[src/rtl/lru_page_replacement_list_core_defines.svh]
// Assertion helpers for the RTL of the LRU replacement list.
`ifndef LRU_PAGE_REPLACEMENT_LIST_CORE_DEFINES_SVH
`define LRU_PAGE_REPLACEMENT_LIST_CORE_DEFINES_SVH

// The consequent must hold in the same cycle as the antecedent.
`define LRUP_ASSERT_SAME(label, clk, rst_n, ante, cons) \
    label: assert property (@(posedge clk) disable iff (!(rst_n)) (ante) |-> (cons)) \
        else $error("lru list check failed");

// The consequent must hold in the cycle after the antecedent.
`define LRUP_ASSERT_NEXT(label, clk, rst_n, ante, cons) \
    label: assert property (@(posedge clk) disable iff (!(rst_n)) (ante) |=> (cons)) \
        else $error("lru list check failed");

`endif

[src/rtl/lrup_pkg.sv]
package lrup_pkg;

    // Field widths of the request and result.
    localparam int MODE_W   = 2;
    localparam int PAGE_W   = 20;
    localparam int PROC_W   = 8;
    localparam int STATUS_W = 2;
    localparam int OCC_W    = 5;

    // Operation codes.
    localparam logic [MODE_W-1:0] MODE_TOUCH  = 2'd0;
    localparam logic [MODE_W-1:0] MODE_EVICT  = 2'd1;
    localparam logic [MODE_W-1:0] MODE_REMOVE = 2'd2;

    // Status codes.
    localparam logic [STATUS_W-1:0] ST_OK      = 2'd0;
    localparam logic [STATUS_W-1:0] ST_EMPTY   = 2'd1;
    localparam logic [STATUS_W-1:0] ST_FULL    = 2'd2;
    localparam logic [STATUS_W-1:0] ST_MISSING = 2'd3;

    typedef struct packed {
        logic [MODE_W-1:0] mode;
        logic [PAGE_W-1:0] page_number;
        logic [PROC_W-1:0] process_id;
    } t_req;

    typedef struct packed {
        logic [STATUS_W-1:0] status;
        logic                hit;
        logic                out_valid;
        logic [PAGE_W-1:0]   out_page;
        logic [PROC_W-1:0]   out_process;
        logic [OCC_W-1:0]    occupancy;
    } t_rsp;

endpackage

[src/rtl/lrup_update.sv]
module lrup_update #(
    parameter int CAPACITY = 16,
    parameter int RW       = 4,
    parameter int CW       = 5
) (
    input  lrup_pkg::t_req                i_req,
    input  logic [CAPACITY-1:0]           i_vld,
    input  logic [lrup_pkg::PAGE_W-1:0]   i_page [CAPACITY],
    input  logic [lrup_pkg::PROC_W-1:0]   i_proc [CAPACITY],
    input  logic [RW-1:0]                 i_rank [CAPACITY],
    input  logic [CW-1:0]                 i_count,
    output logic [CAPACITY-1:0]           o_vld,
    output logic [RW-1:0]                 o_rank [CAPACITY],
    output logic [CW-1:0]                 o_count,
    output logic [CAPACITY-1:0]           o_ins,
    output lrup_pkg::t_rsp                o_rsp
);
    import lrup_pkg::*;

    logic [CAPACITY-1:0] w_match;
    logic [CAPACITY-1:0] w_last;
    logic [CAPACITY-1:0] w_last_oh;
    logic [CAPACITY-1:0] w_free_oh;
    logic [CAPACITY-1:0] w_drop_oh;
    logic [RW-1:0]       w_hit_rank;
    logic [RW-1:0]       w_drop_rank;
    logic [PAGE_W-1:0]   w_drop_page;
    logic [PROC_W-1:0]   w_drop_proc;
    logic                w_hit;
    logic                w_drop;

    // Parallel pair match and search for the least recent entry.
    always_comb begin
        for (int i = 0; i < CAPACITY; i++) begin
            w_match[i] = i_vld[i] && (i_page[i] == i_req.page_number)
                         && (i_proc[i] == i_req.process_id);
            w_last[i]  = i_vld[i] && (CW'(i_rank[i]) == (i_count - CW'(1)));
        end
    end

    assign w_hit     = |w_match;
    assign w_last_oh = w_last & (~w_last + CAPACITY'(1));
    // Lowest free slot: the lowest zero of the valid vector.
    assign w_free_oh = ~i_vld & (i_vld + CAPACITY'(1));
    assign w_drop_oh = (i_req.mode == MODE_REMOVE) ? w_match : w_last_oh;

    // Read out the rank and contents of the matched and dropped slots.
    always_comb begin
        w_hit_rank  = '0;
        w_drop_rank = '0;
        w_drop_page = '0;
        w_drop_proc = '0;
        for (int i = 0; i < CAPACITY; i++) begin
            w_hit_rank  = w_hit_rank  | (w_match[i]   ? i_rank[i] : '0);
            w_drop_rank = w_drop_rank | (w_drop_oh[i] ? i_rank[i] : '0);
            w_drop_page = w_drop_page | (w_drop_oh[i] ? i_page[i] : '0);
            w_drop_proc = w_drop_proc | (w_drop_oh[i] ? i_proc[i] : '0);
        end
    end

    // Next state and result for the operation.
    always_comb begin
        o_vld   = i_vld;
        o_rank  = i_rank;
        o_count = i_count;
        o_ins   = '0;
        o_rsp   = '0;
        w_drop  = 1'b0;
        unique case (i_req.mode)
            MODE_TOUCH: begin
                if (w_hit) begin
                    // Move the pair to most recent; younger entries age by one.
                    for (int i = 0; i < CAPACITY; i++) begin
                        if (i_vld[i] && (i_rank[i] < w_hit_rank)) begin
                            o_rank[i] = i_rank[i] + RW'(1);
                        end
                        if (w_match[i]) begin
                            o_rank[i] = '0;
                        end
                    end
                    o_rsp.hit = 1'b1;
                end else if (i_count >= CW'(CAPACITY)) begin
                    o_rsp.status = ST_FULL;
                end else begin
                    // Insert at most recent; every held entry ages by one.
                    for (int i = 0; i < CAPACITY; i++) begin
                        if (i_vld[i]) begin
                            o_rank[i] = i_rank[i] + RW'(1);
                        end
                        if (w_free_oh[i]) begin
                            o_vld[i]  = 1'b1;
                            o_rank[i] = '0;
                        end
                    end
                    o_ins   = w_free_oh;
                    o_count = i_count + CW'(1);
                end
            end
            MODE_EVICT: begin
                if ((i_count == '0) || !(|w_last_oh)) begin
                    o_rsp.status = ST_EMPTY;
                end else begin
                    w_drop = 1'b1;
                end
            end
            MODE_REMOVE: begin
                if (w_hit) begin
                    w_drop = 1'b1;
                end else begin
                    o_rsp.status = ST_MISSING;
                end
            end
            default: begin
            end
        endcase

        // Take out the selected entry and close the gap in the ranks.
        if (w_drop) begin
            for (int i = 0; i < CAPACITY; i++) begin
                if (i_vld[i] && (i_rank[i] > w_drop_rank)) begin
                    o_rank[i] = i_rank[i] - RW'(1);
                end
                if (w_drop_oh[i]) begin
                    o_vld[i]  = 1'b0;
                    o_rank[i] = '0;
                end
            end
            o_count           = i_count - CW'(1);
            o_rsp.out_valid   = 1'b1;
            o_rsp.out_page    = w_drop_page;
            o_rsp.out_process = w_drop_proc;
        end
        o_rsp.occupancy = OCC_W'(o_count);
    end

endmodule

[src/rtl/lru_page_replacement_list_core.sv]
// LRU replacement list of (page, process) pairs, CAPACITY entries.
// Request channel: i_req_valid / o_req_stall carry i_req (mode, page, process).
// Mode touch looks a pair up and makes it most recent, inserting it on a miss
// when not full; evict drops the least recent entry, remove a named pair.
// Result channel: o_rsp_valid / i_rsp_stall carry o_rsp, one result per request.
// A request lands in an input register; once the result register is free
// or drains, the parallel match over all entries and the rank update run
// and load the result register. One request is taken every cycle while
// the receiver does not stall, as the match and rank update of the entry
// table are combinational.
// When the receiver stalls, the result is held; the input register still
// takes one more request, and the sender is stalled once both are full.
// Reset (i_rst_n low at a clock edge) empties the list and both stages.
`include "lru_page_replacement_list_core_defines.svh"

module lru_page_replacement_list_core #(
    parameter int CAPACITY = 16
) (
    input  logic            i_clk,
    input  logic            i_rst_n,
    input  logic            i_req_valid,
    output logic            o_req_stall,
    input  lrup_pkg::t_req  i_req,
    output logic            o_rsp_valid,
    input  logic            i_rsp_stall,
    output lrup_pkg::t_rsp  o_rsp
);
    import lrup_pkg::*;

    localparam int RW = (CAPACITY > 1) ? $clog2(CAPACITY) : 1;
    localparam int CW = $clog2(CAPACITY + 1);

    // Request and result stages.
    t_req                r_req;
    logic                r_req_vld;
    t_rsp                r_rsp;
    logic                r_rsp_vld;

    // Entry table.
    logic [CAPACITY-1:0] r_vld;
    logic [PAGE_W-1:0]   r_page [CAPACITY];
    logic [PROC_W-1:0]   r_proc [CAPACITY];
    logic [RW-1:0]       r_rank [CAPACITY];
    logic [CW-1:0]       r_count;

    logic [CAPACITY-1:0] n_vld;
    logic [RW-1:0]       n_rank [CAPACITY];
    logic [CW-1:0]       n_count;
    logic [CAPACITY-1:0] w_ins;
    t_rsp                n_rsp;
    logic                w_adv;
    logic                w_acc;
    logic                w_mru_seen;

    // A request moves on when the result register is free or drains now.
    assign w_adv       = r_req_vld && (!r_rsp_vld || !i_rsp_stall);
    assign o_req_stall = r_req_vld && !w_adv;
    assign w_acc       = i_req_valid && !o_req_stall;
    assign o_rsp_valid = r_rsp_vld;
    assign o_rsp       = r_rsp;

    lrup_update #(
        .CAPACITY (CAPACITY),
        .RW       (RW),
        .CW       (CW)
    ) u_update (
        .i_req   (r_req),
        .i_vld   (r_vld),
        .i_page  (r_page),
        .i_proc  (r_proc),
        .i_rank  (r_rank),
        .i_count (r_count),
        .o_vld   (n_vld),
        .o_rank  (n_rank),
        .o_count (n_count),
        .o_ins   (w_ins),
        .o_rsp   (n_rsp)
    );

    // Stage control and entry state.
    always_ff @(posedge i_clk) begin
        if (!i_rst_n) begin
            r_req_vld <= 1'b0;
            r_rsp_vld <= 1'b0;
            r_vld     <= '0;
            r_count   <= '0;
            for (int i = 0; i < CAPACITY; i++) begin
                r_rank[i] <= '0;
            end
        end else begin
            if (w_acc) begin
                r_req_vld <= 1'b1;
            end else if (w_adv) begin
                r_req_vld <= 1'b0;
            end
            if (w_adv) begin
                r_rsp_vld <= 1'b1;
                r_vld     <= n_vld;
                r_rank    <= n_rank;
                r_count   <= n_count;
            end else if (!i_rsp_stall) begin
                r_rsp_vld <= 1'b0;
            end
        end
    end

    // Payload registers.
    always_ff @(posedge i_clk) begin
        if (w_acc) begin
            r_req <= i_req;
        end
        if (w_adv) begin
            r_rsp <= n_rsp;
            for (int i = 0; i < CAPACITY; i++) begin
                if (w_ins[i]) begin
                    r_page[i] <= r_req.page_number;
                    r_proc[i] <= r_req.process_id;
                end
            end
        end
    end

    // Some held entry carries the most recent rank.
    always_comb begin
        w_mru_seen = 1'b0;
        for (int i = 0; i < CAPACITY; i++) begin
            w_mru_seen = w_mru_seen | (r_vld[i] && (r_rank[i] == '0));
        end
    end

    // The count always equals the number of held entries.
    `LRUP_ASSERT_SAME(a_count_matches, i_clk, i_rst_n, 1'b1, $countones(r_vld) == r_count)
    // A non-empty list always holds a most recent entry.
    `LRUP_ASSERT_SAME(a_mru_present, i_clk, i_rst_n, r_count != '0, w_mru_seen)
    // The reported occupancy follows the count left by the operation.
    `LRUP_ASSERT_NEXT(a_occupancy, i_clk, i_rst_n, w_adv, r_rsp.occupancy == OCC_W'(r_count))

endmodule
[config.mk]
export PLATFORM = sky130hd
export DESIGN_NAME = lru_page_replacement_list_core
export DESIGN_NICKNAME = d
export VERILOG_FILES = /design/src/rtl/lrup_pkg.sv /design/src/rtl/lrup_update.sv /design/src/rtl/lru_page_replacement_list_core.sv
export VERILOG_INCLUDE_DIRS = /design/src /design/src/rtl
export SDC_FILE = /design/constraint.sdc
export NUM_CORES = 2
export LEC_CHECK = 0
export BUFFER_PORTS_ARGS = -buffer_cell sky130_fd_sc_hd__clkbuf_2
export CORE_ASPECT_RATIO = 0.6
export CORE_MARGIN = 2
export CORE_UTILIZATION = 49
export DETAILED_ROUTE_END_ITERATION = 8
export SETUP_SLACK_MARGIN = 0.1
export SLEW_MARGIN = 10
export SYNTH_ARGS = -nofsm -noshare
export SYNTH_HDL_FRONTEND = slang
export SYNTH_SLANG_ARGS = --single-unit
[constraint.sdc]
create_clock -name i_clk -period 6.91 [get_ports i_clk]
set_input_delay 0 -clock i_clk [delete_from_list [all_inputs] [get_ports i_clk]]
set_output_delay 0 -clock i_clk [all_outputs]
set_load 0.005 [all_outputs]
# After elaboration in Yosys (flattened, before gate mapping)

Cells that the tools add are included.

$add $sub $neg: 36
Order comparisons: 33
Equality and inequality tests: 51
Muxes and demuxes: 221
Bitwise logic cells: 64
Reduce and logical (&&, ||, !) cells: 111

Operators by type and width:

| operator                                         | count |
|---|---|
| 2-to-1 mux 4 bit                                 | 128 |
| equality test 20 bit                             | 16 |
| 2-to-1 mux 20 bit                                | 16 |
| bitwise OR 20 bit                                | 15 |
| 2-to-1 mux 64 bit                                | 4 |
| equality test 8 bit                              | 16 |
| 2-to-1 mux 16 bit                                | 8 |
| 2-to-1 mux 8 bit                                 | 16 |
| bitwise OR 4 bit                                 | 30 |
| bitwise OR 8 bit                                 | 15 |
| logical AND 1 bit                                | 83 |
| equality test 4 x 5 -> 1 bit                     | 16 |
| adder 4 x 1 -> 4 bit, second input constant      | 16 |
| > comparator 4 bit                               | 16 |
| less-than comparator 4 bit                       | 16 |
| subtractor 4 x 1 -> 4 bit, second input constant | 16 |
| 2-to-1 mux 1 bit                                 | 39 |
| adder 16 x 1 -> 16 bit, second input constant    | 2 |
| bitwise AND 16 bit                               | 2 |
| inverter 16 bit                                  | 2 |
| AND reduction 2 bit                              | 16 |
| OR reduction 16 bit                              | 2 |
| 2-to-1 mux 29 bit                                | 1 |
| 2-to-1 mux 5 bit                                 | 4 |
| 14 further kinds                                 | 21 |

Flip-flop bits (word level): 602
Bits of input ports: 34
Word-level logic and storage cells: 577

# Longest topological paths before layout

Word-level depth: 28
Depth in mapped cells: 28
Depth with buffers taken out: 23

# By module

A second synthesis with hierarchy kept.

Cell total of the unflattened synthesis: 3987
Area total of the unflattened synthesis: 39998.4 um2

Modules (own cells, without submodules):

| module                         | times used | cells an instance | area each (um2) | seq. area each (um2) |
|---|---|---|---|---|
| lrup_update                    | 1          | 3078              | 20875.0         | 0.0 |
| lru_page_replacement_list_core | 1          | 909               | 19123.3         | 17206.5 |

# Worst setup path before layout

Ideal clock, no wire load.

Path type: register to register
Start point: register r_count[0]
End point: register r_rank[39] in the netlist's numbering
Data arrival time: 6.193 ns
Data required time: 6.793 ns
Setup slack: 0.600 ns
Cell stages (with the launch flop): 25
Path buffers: 5
Cell sequence: dfxtp_1 > buf_4 > buf_4 > inv_1 > ha_1 > nor3b_4 > xnor2_2 > or4_4 > nand4_4 > nor2_1 > inv_1 > o21ai_1 > clkbuf_1 > clkbuf_1 > a222oi_1 > nand3_1 > a211oi_1 > ha_1 > a21o_1 > maj3_1 > a21oi_1 > and4b_1 > buf_2 > a31o_2 > a22o_1

Longest elaborated chain between the ends: 28
Elaborated cells on any way between the ends: 83
Classes of those cells: add/sub (2); order compare (2); eq/ne (16); mux (25); bitwise (17); reduce/logical (21)

Ends and longest elaborated chain:

| element                         | line                                  | text |
|---|---|---|
| start, declared                 | lru_page_replacement_list_core.sv:44  | `logic [CW-1:0] r_count;` |
| start signal, assigned          | lru_page_replacement_list_core.sv:100 | `r_count <= n_count;` |
| subtractor 5 x 1 -> 5 bit       | lrup_update.sv:37                     | `w_last[i] = i_vld[i] && (CW'(i_rank[i]) == (i_count - CW'(1)));` |
| equality test 4 x 5 -> 1 bit    | lrup_update.sv:37                     |  |
| logical AND 1 bit               | lrup_update.sv:37                     |  |
| inverter 16 bit                 | lrup_update.sv:42                     | `assign w_last_oh = w_last & (~w_last + CAPACITY'(1));` |
| adder 16 x 1 -> 16 bit          | lrup_update.sv:42                     |  |
| bitwise AND 16 bit              | lrup_update.sv:42                     |  |
| 2-to-1 mux 16 bit               | lrup_update.sv:45                     | `assign w_drop_oh = (i_req.mode == MODE_REMOVE) ? w_match : w_last_oh;` |
| 2-to-1 mux 4 bit                | lrup_update.sv:55                     | `w_drop_rank = w_drop_rank \| (w_drop_oh[i] ? i_rank[i] : '0);` |
| bitwise OR 4 bit (15 in series) | lrup_update.sv:55                     |  |
| > comparator 4 bit              | lrup_update.sv:120                    | `if (i_vld[i] && (i_rank[i] > w_drop_rank)) begin` |
| logical AND 1 bit               | lrup_update.sv:120                    |  |
| 2-to-1 mux 4 bit                | lrup_update.sv:120                    |  |
| 2-to-1 mux 4 bit                | lrup_update.sv:123                    | `if (w_drop_oh[i]) begin` |
| 2-to-1 mux 64 bit *             | lrup_update.sv:118                    | `if (w_drop) begin` |
| end signal, assigned            | lru_page_replacement_list_core.sv:99  | `r_rank <= n_rank;` |
| end, declared                   | lru_page_replacement_list_core.sv:43  | `logic [RW-1:0] r_rank [CAPACITY];` |

Mark *: on every way between the ends. The rest lies on a longest branch, timed or not.
A chain may end at the register's enable or synchronous reset.

# Final worst setup path

Start point: register r_req[11] in the netlist's numbering
End point: register r_rank[43] in the netlist's numbering

Longest elaborated chain between the ends: 28
Elaborated cells on any way between the ends: 125
Classes of those cells: order compare (2); eq/ne (16); mux (42); bitwise (30); reduce/logical (35)

Ends and longest elaborated chain:

| element                         | line                                  | text |
|---|---|---|
| start, declared                 | lru_page_replacement_list_core.sv:34  | `t_req r_req;` |
| start signal, assigned          | lru_page_replacement_list_core.sv:110 | `r_req <= i_req;` |
| equality test 20 bit            | lrup_update.sv:35                     | `w_match[i] = i_vld[i] && (i_page[i] == i_req.page_number)` |
| logical AND 1 bit               | lrup_update.sv:35                     |  |
| logical AND 1 bit               | lrup_update.sv:36                     | `&& (i_proc[i] == i_req.process_id);` |
| 2-to-1 mux 4 bit                | lrup_update.sv:54                     | `w_hit_rank = w_hit_rank \| (w_match[i] ? i_rank[i] : '0);` |
| bitwise OR 4 bit (15 in series) | lrup_update.sv:54                     |  |
| less-than comparator 4 bit      | lrup_update.sv:74                     | `if (i_vld[i] && (i_rank[i] < w_hit_rank)) begin` |
| logical AND 1 bit               | lrup_update.sv:74                     |  |
| 2-to-1 mux 4 bit                | lrup_update.sv:74                     |  |
| 2-to-1 mux 4 bit                | lrup_update.sv:77                     | `if (w_match[i]) begin` |
| 2-to-1 mux 64 bit               | lrup_update.sv:71                     | `if (w_hit) begin` |
| 2-to-1 mux 64 bit               | lrup_update.sv:69                     | `unique case (i_req.mode)` |
| 2-to-1 mux 4 bit                | lrup_update.sv:120                    |  |
| 2-to-1 mux 4 bit                | lrup_update.sv:123                    |  |
| 2-to-1 mux 64 bit *             | lrup_update.sv:118                    |  |

Marked as above.

==> impl_metrics.py <==
metrics = {
    "floorplan": {
        "die_y_um": 217,
        "initial_core_util_pct": 49.9,
        "core_area_mm2": 0.0741,
        "die_w_um": 358,
        "io_pins": 73,
        "num_rows": 77,
        "die-area_mm2": 0.0777,
    },
    "drt": {
        "viasPerCell": 7.12,
        "vias": 33300,
        "top_layer_used": "met5",
        "drcViolationCount": 0,
        "drt_iter0_drc": 6482,
        "ant_nets": 0,
        "route.met3.wl_mm": 31.3,
        "first_pass_iters": 8,
        "wl_met2_mm": 60.1,
        "wl_met1_mm": 69.5,
        "drt-total-wl_mm": 165,
        "wl_per_cell_um": 35.3,
    },
    "sta": {
        "worstMarginPinSlew_ps": 1280,
        "fin_tns_setup_ps": 0,
        "setup_viol": 0,
        "max_slew_margin_pct": 14.9,
        "skew_ps": 38.1,
        "period_share_pct": 97.4,
        "fin_crit_ps": 6730,
        "rsz0062_at_grt": "no",
        "hold_violations": 0,
        "hold_slack_ps": 39.6,
        "fmax_mhz": 149,
        "drv_slew": 0,
    },
    "pwr": {
        "power_frac_seq_pct": 51.2,
        "ir_drop_v": 0.000199,
        "pwr-share-comb_pct": 7.1,
        "cellPowerDensity_mw_per_mm2": 189,
        "clkPwrFrac_pct": 41.7,
        "p_sw_w": 0.00194,
        "power_w": 0.00783,
        "power_switching_share_pct": 24.8,
        "p_int_w": 0.00589,
        "p_leak_nw": 13.6,
    },
    "clocking": {
        "clk_latency_ps": 680,
        "clk_pin_slew_ps": 70,
        "clkSinkCount": 602,
        "cts_tree": "built",
        "cts_root_buf": "clkbuf_16",
        "cts_buffers": 57,
        "cts-htree-levels": 2,
        "clockBufferDepth": 3,
    },
    "yosys": {
        "ys.flop_type": "edfxtp_1",
        "seq_area_frac_synth_pct": 46.6,
        "syn_avg_cell_area_um2": 10.4,
        "synth_cell_types": 104,
        "synth_area_leaders": "edfxtp_1 42%, xnor2_1 10%, dfxtp_1 4.7%",
        "syn-cell-area_mm2": 0.0369,
        "synth_top_area_share_pct": 41.9,
        "synth_cells": 3549,
        "syn_nets": 3686,
        "async_flop_share_pct": 0,
        "yosys_warnings": 0,
        "synth_edf_count": 515,
        "yosys_register_bits": 602,
        "yosysTopAreaCell": "edfxtp_1",
    },
    "run": {
        "drv_cap": 0,
    },
    "grt": {
        "antenna_found_initial": 8,
        "overflow": 0,
        "grt_use_total_pct": 41.7,
        "grt_start_max_net_pins": 47,
        "grt_pass1_vias": 30300,
        "grt_pass1_wl_mm": 229,
    },
    "finish": {
        "final_nets": 3777,
        "finish.instance_area_mm2": 0.0414,
        "area_growth_pct": 12.0,
        "drive_gt1_share_pct": 11.5,
        "final_cells": 4678,
        "fillers": 6452,
    },
    "worst_setup_path": {
        "reg2reg_depth": 20,
        "crit_chain": "buf_4 -> xnor2_1 -> nand4_1 -> nor4_1 -> and2_1 -> a222oi_1 -> nand2_1 -> a21oi_1 -> and3_1 -> buf_4 -> ha_1 -> and2_1 -> a31oi_1 -> a21oi_1 -> a2111oi_0 -> buf_4 -> nand4_1 -> xnor2_1 -> a21oi_1 -> o211ai_1",
        "crit_type": "reg2reg",
        "regToRegStartpoint": "r_req[11]",
        "endpoint_kind": "flip-flop",
        "crit_path_max_incr_delay_ps": 920,
        "cpMaxStageDelayCell": "edfxtp_1",
        "r2r_end": "r_rank[43]",
        "worstPathArrival_ps": 7260,
        "start_kind": "flip-flop",
        "critPathMaxFanout": 18,
        "critPathRequiredTime_ps": 7440,
        "ff2ff_setup_slack_ps": 180,
    },
    "placement": {
        "io_buffers": 72,
        "dpl_cell_area_mm2": 0.0391,
        "gp_congestion": 1.05,
        "dp_hpwl_mm": 122,
        "dp_cells": 4529,
    },
    "run_status": {
        "status": "complete, no violations",
    },
    "min_path": {
        "hold_class": "in2reg",
        "hold_path_depth": 2,
        "hold_path_end": "r_req[0]",
        "worstHoldStart": "i_req[0]",
    },
}
==> cells in the final DEF, fill, tap and decap left out, types with 56 or more instances in the layout <==
| master | n |
|---|---|
| a21oi_1 | 146 |
| edfxtp_1 | 515 |
| nor2_1 | 121 |
| a22oi_1 | 66 |
| clkbuf_2 | 72 |
| nor4_1 | 56 |
| xnor2_1 | 424 |
| nor3_1 | 58 |
| nand3_1 | 134 |
| inv_1 | 119 |
| nand4_1 | 149 |
| buf_4 | 185 |
| o21ai_0 | 134 |
| clkbuf_16 | 57 |
| nand2_1 | 294 |
| dfxtp_1 | 87 |
| ha_1 | 102 |
| xor2_1 | 82 |
==> layout make-up <==
type	count	area (um2)	area share (%)
clock buffers	74	1510	3.65
diodes	3	7.51	0.0181
flip-flops and latches	602	17200	41.6
repair buffers	302	2300	5.56
clock inverters	33	334	0.807
well taps	987	1230	2.98
multi-input cells	2552	18300	44.3
inverters	125	469	1.13
==> logic make-up after synthesis <==
group / Yosys count / synth area share (%)
xor gates and xnor gates: 524 / 13.1
DFF: 602 / 46.6
muxes: 24 / 0.664
AOI/OAI and AO/OA: 843 / 16.6
buffers and inverters: 395 / 4.39
and+or+nand+nor: 1036 / 14.6
adders and majority gates: 125 / 4.08
==> cells in the mapped netlist, types with 87 or more instances <==
cell type and instances:
a21oi_1 146, clkbuf_1 181, dfxtp_1 87, edfxtp_1 515
ha_1 103, inv_1 120, nand2_1 295, nand3_1 134
nand4_1 149, nor2_1 129, o21ai_0 134, xnor2_1 424
==> stage by stage <==
step / setup WS [ps] / utilization [%]
floorplan: 600 / -
global placement: 305 / 52.8
detailed placement: 193 / 52.8
CTS: 149 / 55.8
global route: 169 / 55.9
finish: 181 / 55.9
==> flip-flops by register name, summed over array words and instances, names as in the netlist <==
register,flops
r_page,320
o_rsp,37
r_rank,64
r_vld,16
r_req_vld,1
r_count,5
r_req,30
o_rsp_valid,1
r_proc,128
==> worst max-delay path, delay by kind of cell (launching register included) <==
kind,cells,cell delay (ps)
fa+ha+maj,1,300
buf+inv,3,970
flops,1,920
simple gates,7,2370
xor+xnor,2,360
compound gates,7,1630
==> power groups by stage <==
stage	combinational, W	sequential [W]	clock, W
floorplan	0.000301	0.00407	0
global placement	0.000508	0.00409	0
detailed placement	0.000513	0.00409	0
CTS	0.000531	0.00401	0.00327
global route	0.000574	0.00401	0.00341
finish	0.000559	0.00401	0.00326
==> how the worst max path moves through the flow <==
stage	from	end	cells past startpoint
2_1_floorplan	r_count[0]	r_rank[39]	24
3_3_place_gp	r_req[15]	r_rank[43]	20
3_5_place_dp	r_req[15]	r_rank[43]	20
4_1_cts	r_req[15]	r_rank[43]	20
5_1_grt	r_count[1]	r_rank[30]	24
6_report	r_req[11]	r_rank[43]	20
==> layer usage <==
| layer | vias to the layer above | GRT usage [%] |
|---|---|---|
| li1 | 13700 | - |
| met1 | 16600 | 63.8 |
| met2 | 2778 | 51.0 |
| met3 | 278 | 20.7 |
| met4 | 6 | 9.33 |
| met5 | - | 0 |
==> what timing repair did <==
item                                   CTS  global route
hold buffers                            34             0
setup endpoints to repair                0            36
endpoints found under the hold margin   83             0
setup buffers                            0             5
resized for setup                        0             4
Power figures use the tool's default switching activity.
